===== src/rtl/clsf_pkg.sv =====
package clsf_pkg;

    localparam int POS_W = 16;
    localparam int THR_W = 22;
    localparam int MIN_W = 11;

    localparam logic [POS_W-1:0] FULL_OPEN = 16'h8000;

    localparam int APB_ADDR_W = 4;
    localparam int APB_DATA_W = 32;

    localparam logic [THR_W-1:0] SLOPE_THR_RST  = 22'd42598;
    localparam logic [THR_W-1:0] CHANGE_THR_RST = 22'd6554;
    localparam logic [MIN_W-1:0] MIN_CLOSE_RST  = 11'd10;

    typedef enum logic [1:0] {
        REG_SLOPE_THR   = 2'd0,
        REG_CHANGE_THR  = 2'd1,
        REG_MIN_CLOSING = 2'd2
    } t_reg_idx;

    // Strobes from the sequencer to the datapath, one step of an item each.
    typedef struct packed {
        logic load_in;
        logic cap_head;
        logic rd_newest;
        logic cap_start;
        logic cap_diff;
        logic mul1;
        logic mul2;
        logic decide;
        logic load_out;
    } t_cmd;

endpackage


===== src/rtl/clsf_regs.sv =====
module clsf_regs (
    input  logic                                i_clk,
    input  logic                                i_rst_n,
    input  logic                                psel,
    input  logic                                penable,
    input  logic                                pwrite,
    input  logic [clsf_pkg::APB_ADDR_W-1:0]     paddr,
    input  logic [clsf_pkg::APB_DATA_W-1:0]     pwdata,
    output logic [clsf_pkg::APB_DATA_W-1:0]     prdata,
    output logic                                pready,
    output logic [clsf_pkg::THR_W-1:0]          o_slope_thr,
    output logic [clsf_pkg::THR_W-1:0]          o_change_thr,
    output logic [clsf_pkg::MIN_W-1:0]          o_min_closing
);

    logic [clsf_pkg::THR_W-1:0] r_slope_thr;
    logic [clsf_pkg::THR_W-1:0] r_change_thr;
    logic [clsf_pkg::MIN_W-1:0] r_min_closing;
    clsf_pkg::t_reg_idx         reg_idx;
    logic                       wr_en;

    assign reg_idx = clsf_pkg::t_reg_idx'(paddr[3:2]);
    assign wr_en   = psel && penable && pwrite;
    assign pready  = 1'b1;

    always_ff @(posedge i_clk) begin
        if (!i_rst_n) begin
            r_slope_thr   <= clsf_pkg::SLOPE_THR_RST;
            r_change_thr  <= clsf_pkg::CHANGE_THR_RST;
            r_min_closing <= clsf_pkg::MIN_CLOSE_RST;
        end else if (wr_en) begin
            unique case (reg_idx)
                clsf_pkg::REG_SLOPE_THR:   r_slope_thr   <= pwdata[clsf_pkg::THR_W-1:0];
                clsf_pkg::REG_CHANGE_THR:  r_change_thr  <= pwdata[clsf_pkg::THR_W-1:0];
                clsf_pkg::REG_MIN_CLOSING: r_min_closing <= pwdata[clsf_pkg::MIN_W-1:0];
                default: ;
            endcase
        end
    end

    always_comb begin
        unique case (reg_idx)
            clsf_pkg::REG_SLOPE_THR:   prdata = clsf_pkg::APB_DATA_W'(r_slope_thr);
            clsf_pkg::REG_CHANGE_THR:  prdata = clsf_pkg::APB_DATA_W'(r_change_thr);
            clsf_pkg::REG_MIN_CLOSING: prdata = clsf_pkg::APB_DATA_W'(r_min_closing);
            default:                   prdata = '0;
        endcase
    end

    assign o_slope_thr   = r_slope_thr;
    assign o_change_thr  = r_change_thr;
    assign o_min_closing = r_min_closing;

endmodule


===== src/rtl/clsf_ctrl.sv =====
module clsf_ctrl (
    input  logic           i_clk,
    input  logic           i_rst_n,
    input  logic           i_in_valid,
    output logic           o_in_ready,
    output logic           o_out_valid,
    input  logic           i_out_ready,
    output clsf_pkg::t_cmd o_cmd
);

    typedef enum logic [3:0] {
        ST_IDLE,
        ST_HEAD,
        ST_RD_START,
        ST_RD_NEWEST,
        ST_DIFF,
        ST_MUL1,
        ST_MUL2,
        ST_DECIDE,
        ST_OUT
    } t_state;

    t_state r_state;
    logic   r_in_ready;
    logic   r_out_valid;
    logic   in_fire;
    logic   out_load;

    assign in_fire  = (r_state == ST_IDLE) && r_in_ready && i_in_valid;
    assign out_load = (r_state == ST_OUT) && (!r_out_valid || i_out_ready);

    always_ff @(posedge i_clk) begin
        if (!i_rst_n) begin
            r_state     <= ST_IDLE;
            r_in_ready  <= 1'b1;
            r_out_valid <= 1'b0;
        end else begin
            if (out_load) begin
                r_out_valid <= 1'b1;
            end else if (i_out_ready) begin
                r_out_valid <= 1'b0;
            end
            unique case (r_state)
                ST_IDLE: begin
                    if (in_fire) begin
                        r_state    <= ST_HEAD;
                        r_in_ready <= 1'b0;
                    end
                end
                ST_HEAD:      r_state <= ST_RD_START;
                ST_RD_START:  r_state <= ST_RD_NEWEST;
                ST_RD_NEWEST: r_state <= ST_DIFF;
                ST_DIFF:      r_state <= ST_MUL1;
                ST_MUL1:      r_state <= ST_MUL2;
                ST_MUL2:      r_state <= ST_DECIDE;
                ST_DECIDE:    r_state <= ST_OUT;
                ST_OUT: begin
                    if (out_load) begin
                        r_state    <= ST_IDLE;
                        r_in_ready <= 1'b1;
                    end
                end
                default: begin
                    r_state    <= ST_IDLE;
                    r_in_ready <= 1'b1;
                end
            endcase
        end
    end

    always_comb begin
        o_cmd           = '0;
        o_cmd.load_in   = in_fire;
        o_cmd.cap_head  = (r_state == ST_HEAD);
        o_cmd.rd_newest = (r_state == ST_RD_NEWEST);
        o_cmd.cap_start = (r_state == ST_RD_NEWEST);
        o_cmd.cap_diff  = (r_state == ST_DIFF);
        o_cmd.mul1      = (r_state == ST_MUL1);
        o_cmd.mul2      = (r_state == ST_MUL2);
        o_cmd.decide    = (r_state == ST_DECIDE);
        o_cmd.load_out  = out_load;
    end

    assign o_in_ready  = r_in_ready;
    assign o_out_valid = r_out_valid;

endmodule


===== src/rtl/clsf_dp.sv =====
module clsf_dp #(
    parameter int WINDOW_LEN = 100
) (
    input  logic                          i_clk,
    input  logic                          i_rst_n,
    input  clsf_pkg::t_cmd                i_cmd,
    input  logic [clsf_pkg::POS_W-1:0]    i_position,
    input  logic                          i_closing,
    input  logic [clsf_pkg::THR_W-1:0]    i_slope_thr,
    input  logic [clsf_pkg::THR_W-1:0]    i_change_thr,
    input  logic [clsf_pkg::MIN_W-1:0]    i_min_closing,
    output logic                          o_steep_fault,
    output logic                          o_jam_fault
);

    localparam int PW = clsf_pkg::POS_W;
    localparam int AW = $clog2(WINDOW_LEN);
    localparam int EW = $clog2(WINDOW_LEN + 1);
    localparam int GW = PW + EW;
    localparam int CW = ((GW > clsf_pkg::THR_W) ? GW : clsf_pkg::THR_W) + EW;
    localparam int MW = (EW > clsf_pkg::MIN_W) ? EW : clsf_pkg::MIN_W;
    localparam logic [AW-1:0] LAST_SLOT = AW'(WINDOW_LEN - 1);
    localparam logic [EW-1:0] LEN_E     = EW'(WINDOW_LEN);
    localparam logic [AW:0]   LEN_A     = (AW + 1)'(WINDOW_LEN);

    // Position window, addressed by slot; slots beyond the fill count read as fully open.
    logic [PW-1:0] r_pos_mem  [WINDOW_LEN];
    // Slots of the samples that are not fully open, oldest first.
    logic [AW-1:0] r_fifo_mem [WINDOW_LEN];

    logic [AW-1:0] r_oldest;
    logic [AW-1:0] r_fhead;
    logic [AW-1:0] r_ftail;
    logic [EW-1:0] r_fcount;
    logic [EW-1:0] r_fill;

    logic [PW-1:0] r_mem_q;
    logic          r_q_valid;
    logic [AW-1:0] r_fifo_q;

    logic [PW-1:0] r_pos_in;
    logic          r_closing;
    logic [AW-1:0] r_head_slot;
    logic [AW-1:0] r_start_slot;
    logic [EW-1:0] r_elapsed;
    logic [PW-1:0] r_start_val;
    logic [PW-1:0] r_d_start;
    logic [PW-1:0] r_d_new;
    logic [GW-1:0] r_g_num;
    logic [GW-1:0] r_l_val;
    logic [CW-1:0] r_thr_el;
    logic [CW-1:0] r_chg_el;
    logic [CW-1:0] r_rhs;
    logic          r_steep_pre;
    logic          r_steep;
    logic          r_jam;
    logic          r_out_steep;
    logic          r_out_jam;

    logic          fifo_empty;
    logic [AW:0]   lead_wrap;
    logic [AW-1:0] lead;
    logic [AW-1:0] start_age;
    logic [AW-1:0] newest_slot;
    logic [AW-1:0] rd_addr;
    logic          rd_valid;
    logic [PW-1:0] rd_val;
    logic          pop;
    logic          push;
    logic [CW-1:0] g_ext;
    logic [CW-1:0] diff;

    assign fifo_empty  = (r_fcount == '0);
    assign lead_wrap   = {1'b0, r_fifo_q} + LEN_A - {1'b0, r_oldest};
    assign lead        = (r_fifo_q >= r_oldest) ? (r_fifo_q - r_oldest) : lead_wrap[AW-1:0];
    assign start_age   = fifo_empty ? LAST_SLOT : lead;
    assign newest_slot = (r_oldest == '0) ? LAST_SLOT : (r_oldest - 1'b1);
    assign rd_addr     = i_cmd.rd_newest ? newest_slot : r_start_slot;
    assign rd_valid    = (r_fill == LEN_E) || (EW'(rd_addr) < r_fill);
    assign rd_val      = r_q_valid ? r_mem_q : clsf_pkg::FULL_OPEN;

    // The dropped sample is the head of the queue exactly when its leading run is empty.
    assign pop  = !fifo_empty && (r_head_slot == r_oldest);
    assign push = (r_pos_in != clsf_pkg::FULL_OPEN);

    assign g_ext = CW'(r_g_num);
    assign diff  = (g_ext > r_rhs) ? (g_ext - r_rhs) : (r_rhs - g_ext);

    always_ff @(posedge i_clk) begin
        if (i_cmd.decide) begin
            r_pos_mem[r_oldest] <= r_pos_in;
        end
        r_mem_q   <= r_pos_mem[rd_addr];
        r_q_valid <= rd_valid;
    end

    always_ff @(posedge i_clk) begin
        if (i_cmd.decide && push) begin
            r_fifo_mem[r_ftail] <= r_oldest;
        end
        r_fifo_q <= r_fifo_mem[r_fhead];
    end

    always_ff @(posedge i_clk) begin
        if (!i_rst_n) begin
            r_oldest <= '0;
            r_fhead  <= '0;
            r_ftail  <= '0;
            r_fcount <= '0;
            r_fill   <= '0;
        end else if (i_cmd.decide) begin
            r_oldest <= (r_oldest == LAST_SLOT) ? '0 : (r_oldest + 1'b1);
            if (r_fill != LEN_E) begin
                r_fill <= r_fill + 1'b1;
            end
            if (pop) begin
                r_fhead <= (r_fhead == LAST_SLOT) ? '0 : (r_fhead + 1'b1);
            end
            if (push) begin
                r_ftail <= (r_ftail == LAST_SLOT) ? '0 : (r_ftail + 1'b1);
            end
            r_fcount <= r_fcount + EW'(push) - EW'(pop);
        end
    end

    always_ff @(posedge i_clk) begin
        if (i_cmd.load_in) begin
            r_pos_in  <= i_position;
            r_closing <= i_closing;
        end
        if (i_cmd.cap_head) begin
            r_head_slot  <= r_fifo_q;
            r_start_slot <= fifo_empty ? newest_slot : r_fifo_q;
            r_elapsed    <= LEN_E - EW'(start_age);
        end
        if (i_cmd.cap_start) begin
            r_start_val <= rd_val;
        end
        if (i_cmd.cap_diff) begin
            r_d_start <= (r_start_val > r_pos_in) ? (r_start_val - r_pos_in)
                                                  : (r_pos_in - r_start_val);
            r_d_new   <= (rd_val > r_pos_in) ? (rd_val - r_pos_in) : (r_pos_in - rd_val);
        end
        if (i_cmd.mul1) begin
            r_g_num  <= GW'(r_d_start) * GW'(LEN_E);
            r_l_val  <= GW'(r_d_new) * GW'(LEN_E);
            r_thr_el <= CW'(i_slope_thr) * CW'(r_elapsed);
            r_chg_el <= CW'(i_change_thr) * CW'(r_elapsed);
        end
        if (i_cmd.mul2) begin
            r_rhs       <= CW'(r_l_val) * CW'(r_elapsed);
            r_steep_pre <= (g_ext > r_thr_el) && (CW'(r_l_val) > CW'(i_slope_thr))
                           && (MW'(r_elapsed) > MW'(i_min_closing));
        end
        if (i_cmd.decide) begin
            r_steep <= r_closing && r_steep_pre;
            r_jam   <= r_closing && (diff > r_chg_el);
        end
        if (i_cmd.load_out) begin
            r_out_steep <= r_steep;
            r_out_jam   <= r_jam;
        end
    end

    assign o_steep_fault = r_out_steep;
    assign o_jam_fault   = r_out_jam;

endmodule


===== src/rtl/closing_slope_fault_detector.sv =====
// Closing slope fault detector. Each input beat carries one actuator position (unsigned Q15,
// 32768 is fully open) and a closing flag, and yields one output beat with a steep-curve flag
// and a jam-or-jump flag; both flags are zero when closing is low. The last WINDOW_LEN
// positions are kept in an on-chip window that starts out fully open; a fill count stands in
// for clearing it, so the block is ready straight after reset. Slope tests are exact: the
// global slope is cross-multiplied by the elapsed sample count instead of being divided.
// An item steps through the sequencer states in order from its input beat to its output register,
// and the next input beat is taken only once the result has moved into that register, so one item
// is in flight at a time and the block waits while the output side does not keep up. The
// sequencer walks one window read port and the multiply stages in turn. Thresholds are written
// over the APB port (slope threshold at 0x0, change threshold at 0x4, minimum closing
// samples at 0x8) and should only be changed while no item is in flight.
module closing_slope_fault_detector #(
    parameter int WINDOW_LEN = 100
) (
    input  logic                                i_clk,
    input  logic                                i_rst_n,
    input  logic                                i_valid,
    output logic                                o_ready,
    input  logic [clsf_pkg::POS_W-1:0]          i_position,
    input  logic                                i_closing,
    output logic                                o_valid,
    input  logic                                i_ready,
    output logic                                o_steep_fault,
    output logic                                o_jam_fault,
    input  logic                                psel,
    input  logic                                penable,
    input  logic                                pwrite,
    input  logic [clsf_pkg::APB_ADDR_W-1:0]     paddr,
    input  logic [clsf_pkg::APB_DATA_W-1:0]     pwdata,
    output logic [clsf_pkg::APB_DATA_W-1:0]     prdata,
    output logic                                pready
);

    clsf_pkg::t_cmd             cmd;
    logic [clsf_pkg::THR_W-1:0] slope_thr;
    logic [clsf_pkg::THR_W-1:0] change_thr;
    logic [clsf_pkg::MIN_W-1:0] min_closing;

    clsf_regs u_regs (
        .i_clk         (i_clk),
        .i_rst_n       (i_rst_n),
        .psel          (psel),
        .penable       (penable),
        .pwrite        (pwrite),
        .paddr         (paddr),
        .pwdata        (pwdata),
        .prdata        (prdata),
        .pready        (pready),
        .o_slope_thr   (slope_thr),
        .o_change_thr  (change_thr),
        .o_min_closing (min_closing)
    );

    clsf_ctrl u_ctrl (
        .i_clk       (i_clk),
        .i_rst_n     (i_rst_n),
        .i_in_valid  (i_valid),
        .o_in_ready  (o_ready),
        .o_out_valid (o_valid),
        .i_out_ready (i_ready),
        .o_cmd       (cmd)
    );

    clsf_dp #(
        .WINDOW_LEN (WINDOW_LEN)
    ) u_dp (
        .i_clk         (i_clk),
        .i_rst_n       (i_rst_n),
        .i_cmd         (cmd),
        .i_position    (i_position),
        .i_closing     (i_closing),
        .i_slope_thr   (slope_thr),
        .i_change_thr  (change_thr),
        .i_min_closing (min_closing),
        .o_steep_fault (o_steep_fault),
        .o_jam_fault   (o_jam_fault)
    );

endmodule


===== config.mk =====
export PLATFORM = sky130hd
export DESIGN_NAME = closing_slope_fault_detector
export DESIGN_NICKNAME = d
export VERILOG_FILES = /design/src/rtl/clsf_pkg.sv /design/src/rtl/clsf_regs.sv /design/src/rtl/clsf_ctrl.sv /design/src/rtl/clsf_dp.sv /design/src/rtl/closing_slope_fault_detector.sv
export SDC_FILE = /design/constraint.sdc
export NUM_CORES = 2
export LEC_CHECK = 0
export ABC_AREA = 0
export BUFFER_PORTS_ARGS = -buffer_cell sky130_fd_sc_hd__buf_2
export CAP_MARGIN = 25
export CORE_ASPECT_RATIO = 1.5
export CORE_UTILIZATION = 40
export DETAILED_ROUTE_END_ITERATION = 10
export PLACE_DENSITY = 0.54
export SLEW_MARGIN = 20
export SYNTH_ARGS = -nofsm -noshare
export SYNTH_HDL_FRONTEND = slang
export SYNTH_HIERARCHICAL = 1
export SYNTH_SLANG_ARGS = --single-unit

===== constraint.sdc =====
create_clock -name i_clk -period 8.9 [get_ports i_clk]
set_clock_uncertainty 0.05 [all_clocks]
set_input_delay 1.78 -clock i_clk [delete_from_list [all_inputs] [get_ports i_clk]]
set_output_delay 1.78 -clock i_clk [all_outputs]
set_load 0.05 [all_outputs]

==> flow_summary.ini <==
[logic_synthesis]
async_flop_share_pct = 0
ys_types = 97
synthCells = 10200
synth_edf_count = 2519
yosys_warnings = 6
ys.flop_type = edfxtp_1
ys_seq_area_share_pct = 60.7
ys_seq_elements = 2639
avgSynthCellArea_um2 = 12.6
syn-cell-area_um2 = 129000

[global_route]
grt_max_degree = 135
grt_overflow_total = 0
antenna_found_initial = 8
grt_use_total_pct = 21.4
grt_first_pass_wirelength_mm = 522
grt_pass1_vias = 81300

[timing]
max_freq_mhz = 153
tightestPinTransition_ps = 1100
fin_ws_ps = 2370
fin_crit_ps = 6530
setup_tns_ps = 0
hold_viol_final = 0
finalCritPeriodShare_pct = 73.4
slew_viol_final = 0
grt_setup_unrepaired = no
finalSetupViolCount = 0
max_slew_margin_pct = 26.8

[clock_tree]
clock_latency_ps = 910
cts_tree = done
cts_setup_buffers = 0
hold_buffers = 0
cts-root-buf = clkbuf_16
cts_buffers = 246
clock_sinks = 2639
ctsLongestPathBuffers = 4
htreeDepth = 4
cts_resized = 0
clkTransAtPathRegs_ps = 60

[min_path]
hold_start = u_dp/r_steep
hold_path_class = flip-flop to flip-flop

[power]
worst_ir_drop_vdd_uv = 239
pwr_density_cell_nw_per_um2 = 222
leakage_nw = 51.6
power_mw = 31.6

[run_status]
status = complete, but fails checks
violations = design-rule violations

[layout]
nNetsFinal = 11100
multiInputGateArea_um2 = 45800
syn2layout_area_growth_pct = 10.6
final_cells = 14600
finish.utilization_pct = 44.5
seq_area_um2 = 78100
layout-drive-gt1-share_pct = 9.56
fillers = 28800

[critical_path]
worst_ep_required_time_ps = 9460
worstReg2RegStart = u_dp/r_elapsed[4]
worstSetupStartpointType = flip-flop
cp.arrival_ps = 7090
cp_num_buf_inv = 3
critPathMaxFanout = 44
crit_path_end_kind = flip-flop
critPathKind = flip-flop to flip-flop
crit_top_cell = fa_1
path_cells = buf_4 -> and2_1 -> fa_1 -> fa_1 -> fa_1 -> inv_1 -> fa_1 -> inv_1 -> ha_1 -> nand3_1 -> o31ai_1 -> a2111oi_0 -> o21a_1 -> nor3_1 -> a41oi_1 -> nor2b_1 -> xnor2_1
cp_slowest_stage_delay_ps = 740
slowest_stage = edfxtp_1
critPathLaunch = u_dp/r_elapsed[4]
cp_top_family = adder cells

[drt]
route.detailed.drc = 10
vias_per_cell = 5.50
first_pass_iters = 10
avgRoutedWirePerCell_um = 24.0
ant_nets = 0
routed_wl_mm = 351
vias = 80500
drt_iter0_drc = 6370

[floorplanning]
die_area_um2 = 324000
die_y_um = 696
row_count = 254
pin_count = 97
core-area_um2 = 319000
dieWidth_um = 465
start_util_pct = 40.2

[job]
maxCapViolCount = 0

[place]
dp_worst_setup_slack_ps = 2390
hpwl_mm = 222
place_inst = 14200
gp_congestion = 0.884
io_buffers = 73
[worst reg2reg max path: stages, from the launching register on]
cell and delay, ps:
edfxtp_1 740, buf_4 560, and2_1 320, fa_1 420, fa_1 470, fa_1 510
inv_1 50, fa_1 470, inv_1 40, ha_1 350, nand3_1 170, o31ai_1 490
a2111oi_0 200, o21a_1 240, nor3_1 660, a41oi_1 260, nor2b_1 200, xnor2_1 130
[cell type report]
type | instances | area share (%)
sequential | 2639 | 54.9
inverter | 659 | 1.75
clock inverter | 140 | 0.966
tap | 4224 | 3.72
clock buffer | 307 | 4.52
timing repair buffer | 323 | 1.84
multi-input combinational | 6348 | 32.2
antenna | 7 | 0.0123
[routing by layer]
metal / wire length (µm) / track usage [%] / up-vias
met5: 21 / 0 / -
met4: 13800 / 7.96 / 4
met3: 16400 / 2.05 / 526
met2: 182000 / 38.6 / 2145
met1: 139000 / 26.3 / 41300
li1: - / - / 36600
[cells by family after synthesis]
group	share of synthesized area, %
other	0.00584
xor gates and xnor gates	1.29
and+or+nand+nor	14.0
DFF	60.7
muxes	5.34
AOI/OAI and AO/OA	5.28
buffers and inverters	3.78
adders and majority gates	9.56
[where the power goes]
group | switching (mW) | leakage, nW | internal [mW]
Sequential | 0.0951 | 23.2 | 14.1
Combinational | 4.55 | 24.6 | 2.42
Clock | 4.63 | 3.80 | 5.80
Total | 9.28 | 51.6 | 22.3
[Yosys cell counts (all sizes together) (144+ instances only)]
cell type  count  share of area [%]
edfxtp      2519                 59
nand2       1937                5.7
nand3        877                3.4
inv          656                1.9
ha           460                4.5
nor2         389                1.1
and2         339                1.7
fa           326                5.1
clkbuf       279               0.81
buf          262                1.0
mux4         230                4.0
a21oi        216               0.84
and3         145               0.71
mux2i        144                1.1
[worst paths after layout]
| kind | to | slack [ps] | depth (start not counted) |
|---|---|---|---|
| setup / recovery | u_dp/r_chg_el[26] | 2370 | 17 |
| hold / removal | u_dp/o_steep_fault | 290 | 0 |
| setup reg to reg | u_dp/r_chg_el[26] | 2370 | 17 |
| hold reg to reg | u_dp/o_steep_fault | 290 | 0 |
[layout by cell type (no fill, tap or decap), types with 40 or more instances in the layout]
cell       count
clkbuf_1      58
dfxtp_1      109
nor3_1        63
clkbuf_16    247
fa_1         326
nand2_1     1937
ha_1         460
mux2i_1      143
o21ai_0      139
a311oi_1     143
and3_1       145
buf_4        216
nand4_1       40
xor2_1        59
a21oi_1      215
mux4_2       230
buf_2         72
a31oi_1       92
inv_1        652
nand3_1      872
xnor2_1      130
and2_1       338
clkinv_2      45
a21o_1        96
nor2b_1       80
nor2_1       374
clkinv_1      48
edfxtp_1    2519
[flip-flops by register name, summed over array words and instances (netlist names), 11 cells and up]
signal,cells
u_dp/r_g_num,21
u_dp/r_d_start,16
u_regs/o_min_closing,11
u_regs/o_change_thr,22
u_dp/r_mem_q,16
u_dp/r_d_new,16
u_dp/r_start_val,16
u_dp/r_fifo_mem,700
u_regs/o_slope_thr,22
u_dp/r_chg_el,29
u_dp/r_rhs,28
u_dp/r_pos_mem,1600
u_dp/r_l_val,21
u_dp/r_thr_el,29
u_dp/r_pos_in,16
[through the flow]
stage	hold slack, ps	area, µm²
global placement	366	134000
CTS	297	142000
detailed placement	362	134000
finish	291	142000
global route	307	142000
floorplan	350	129000
Power figures use the tool's default switching activity.
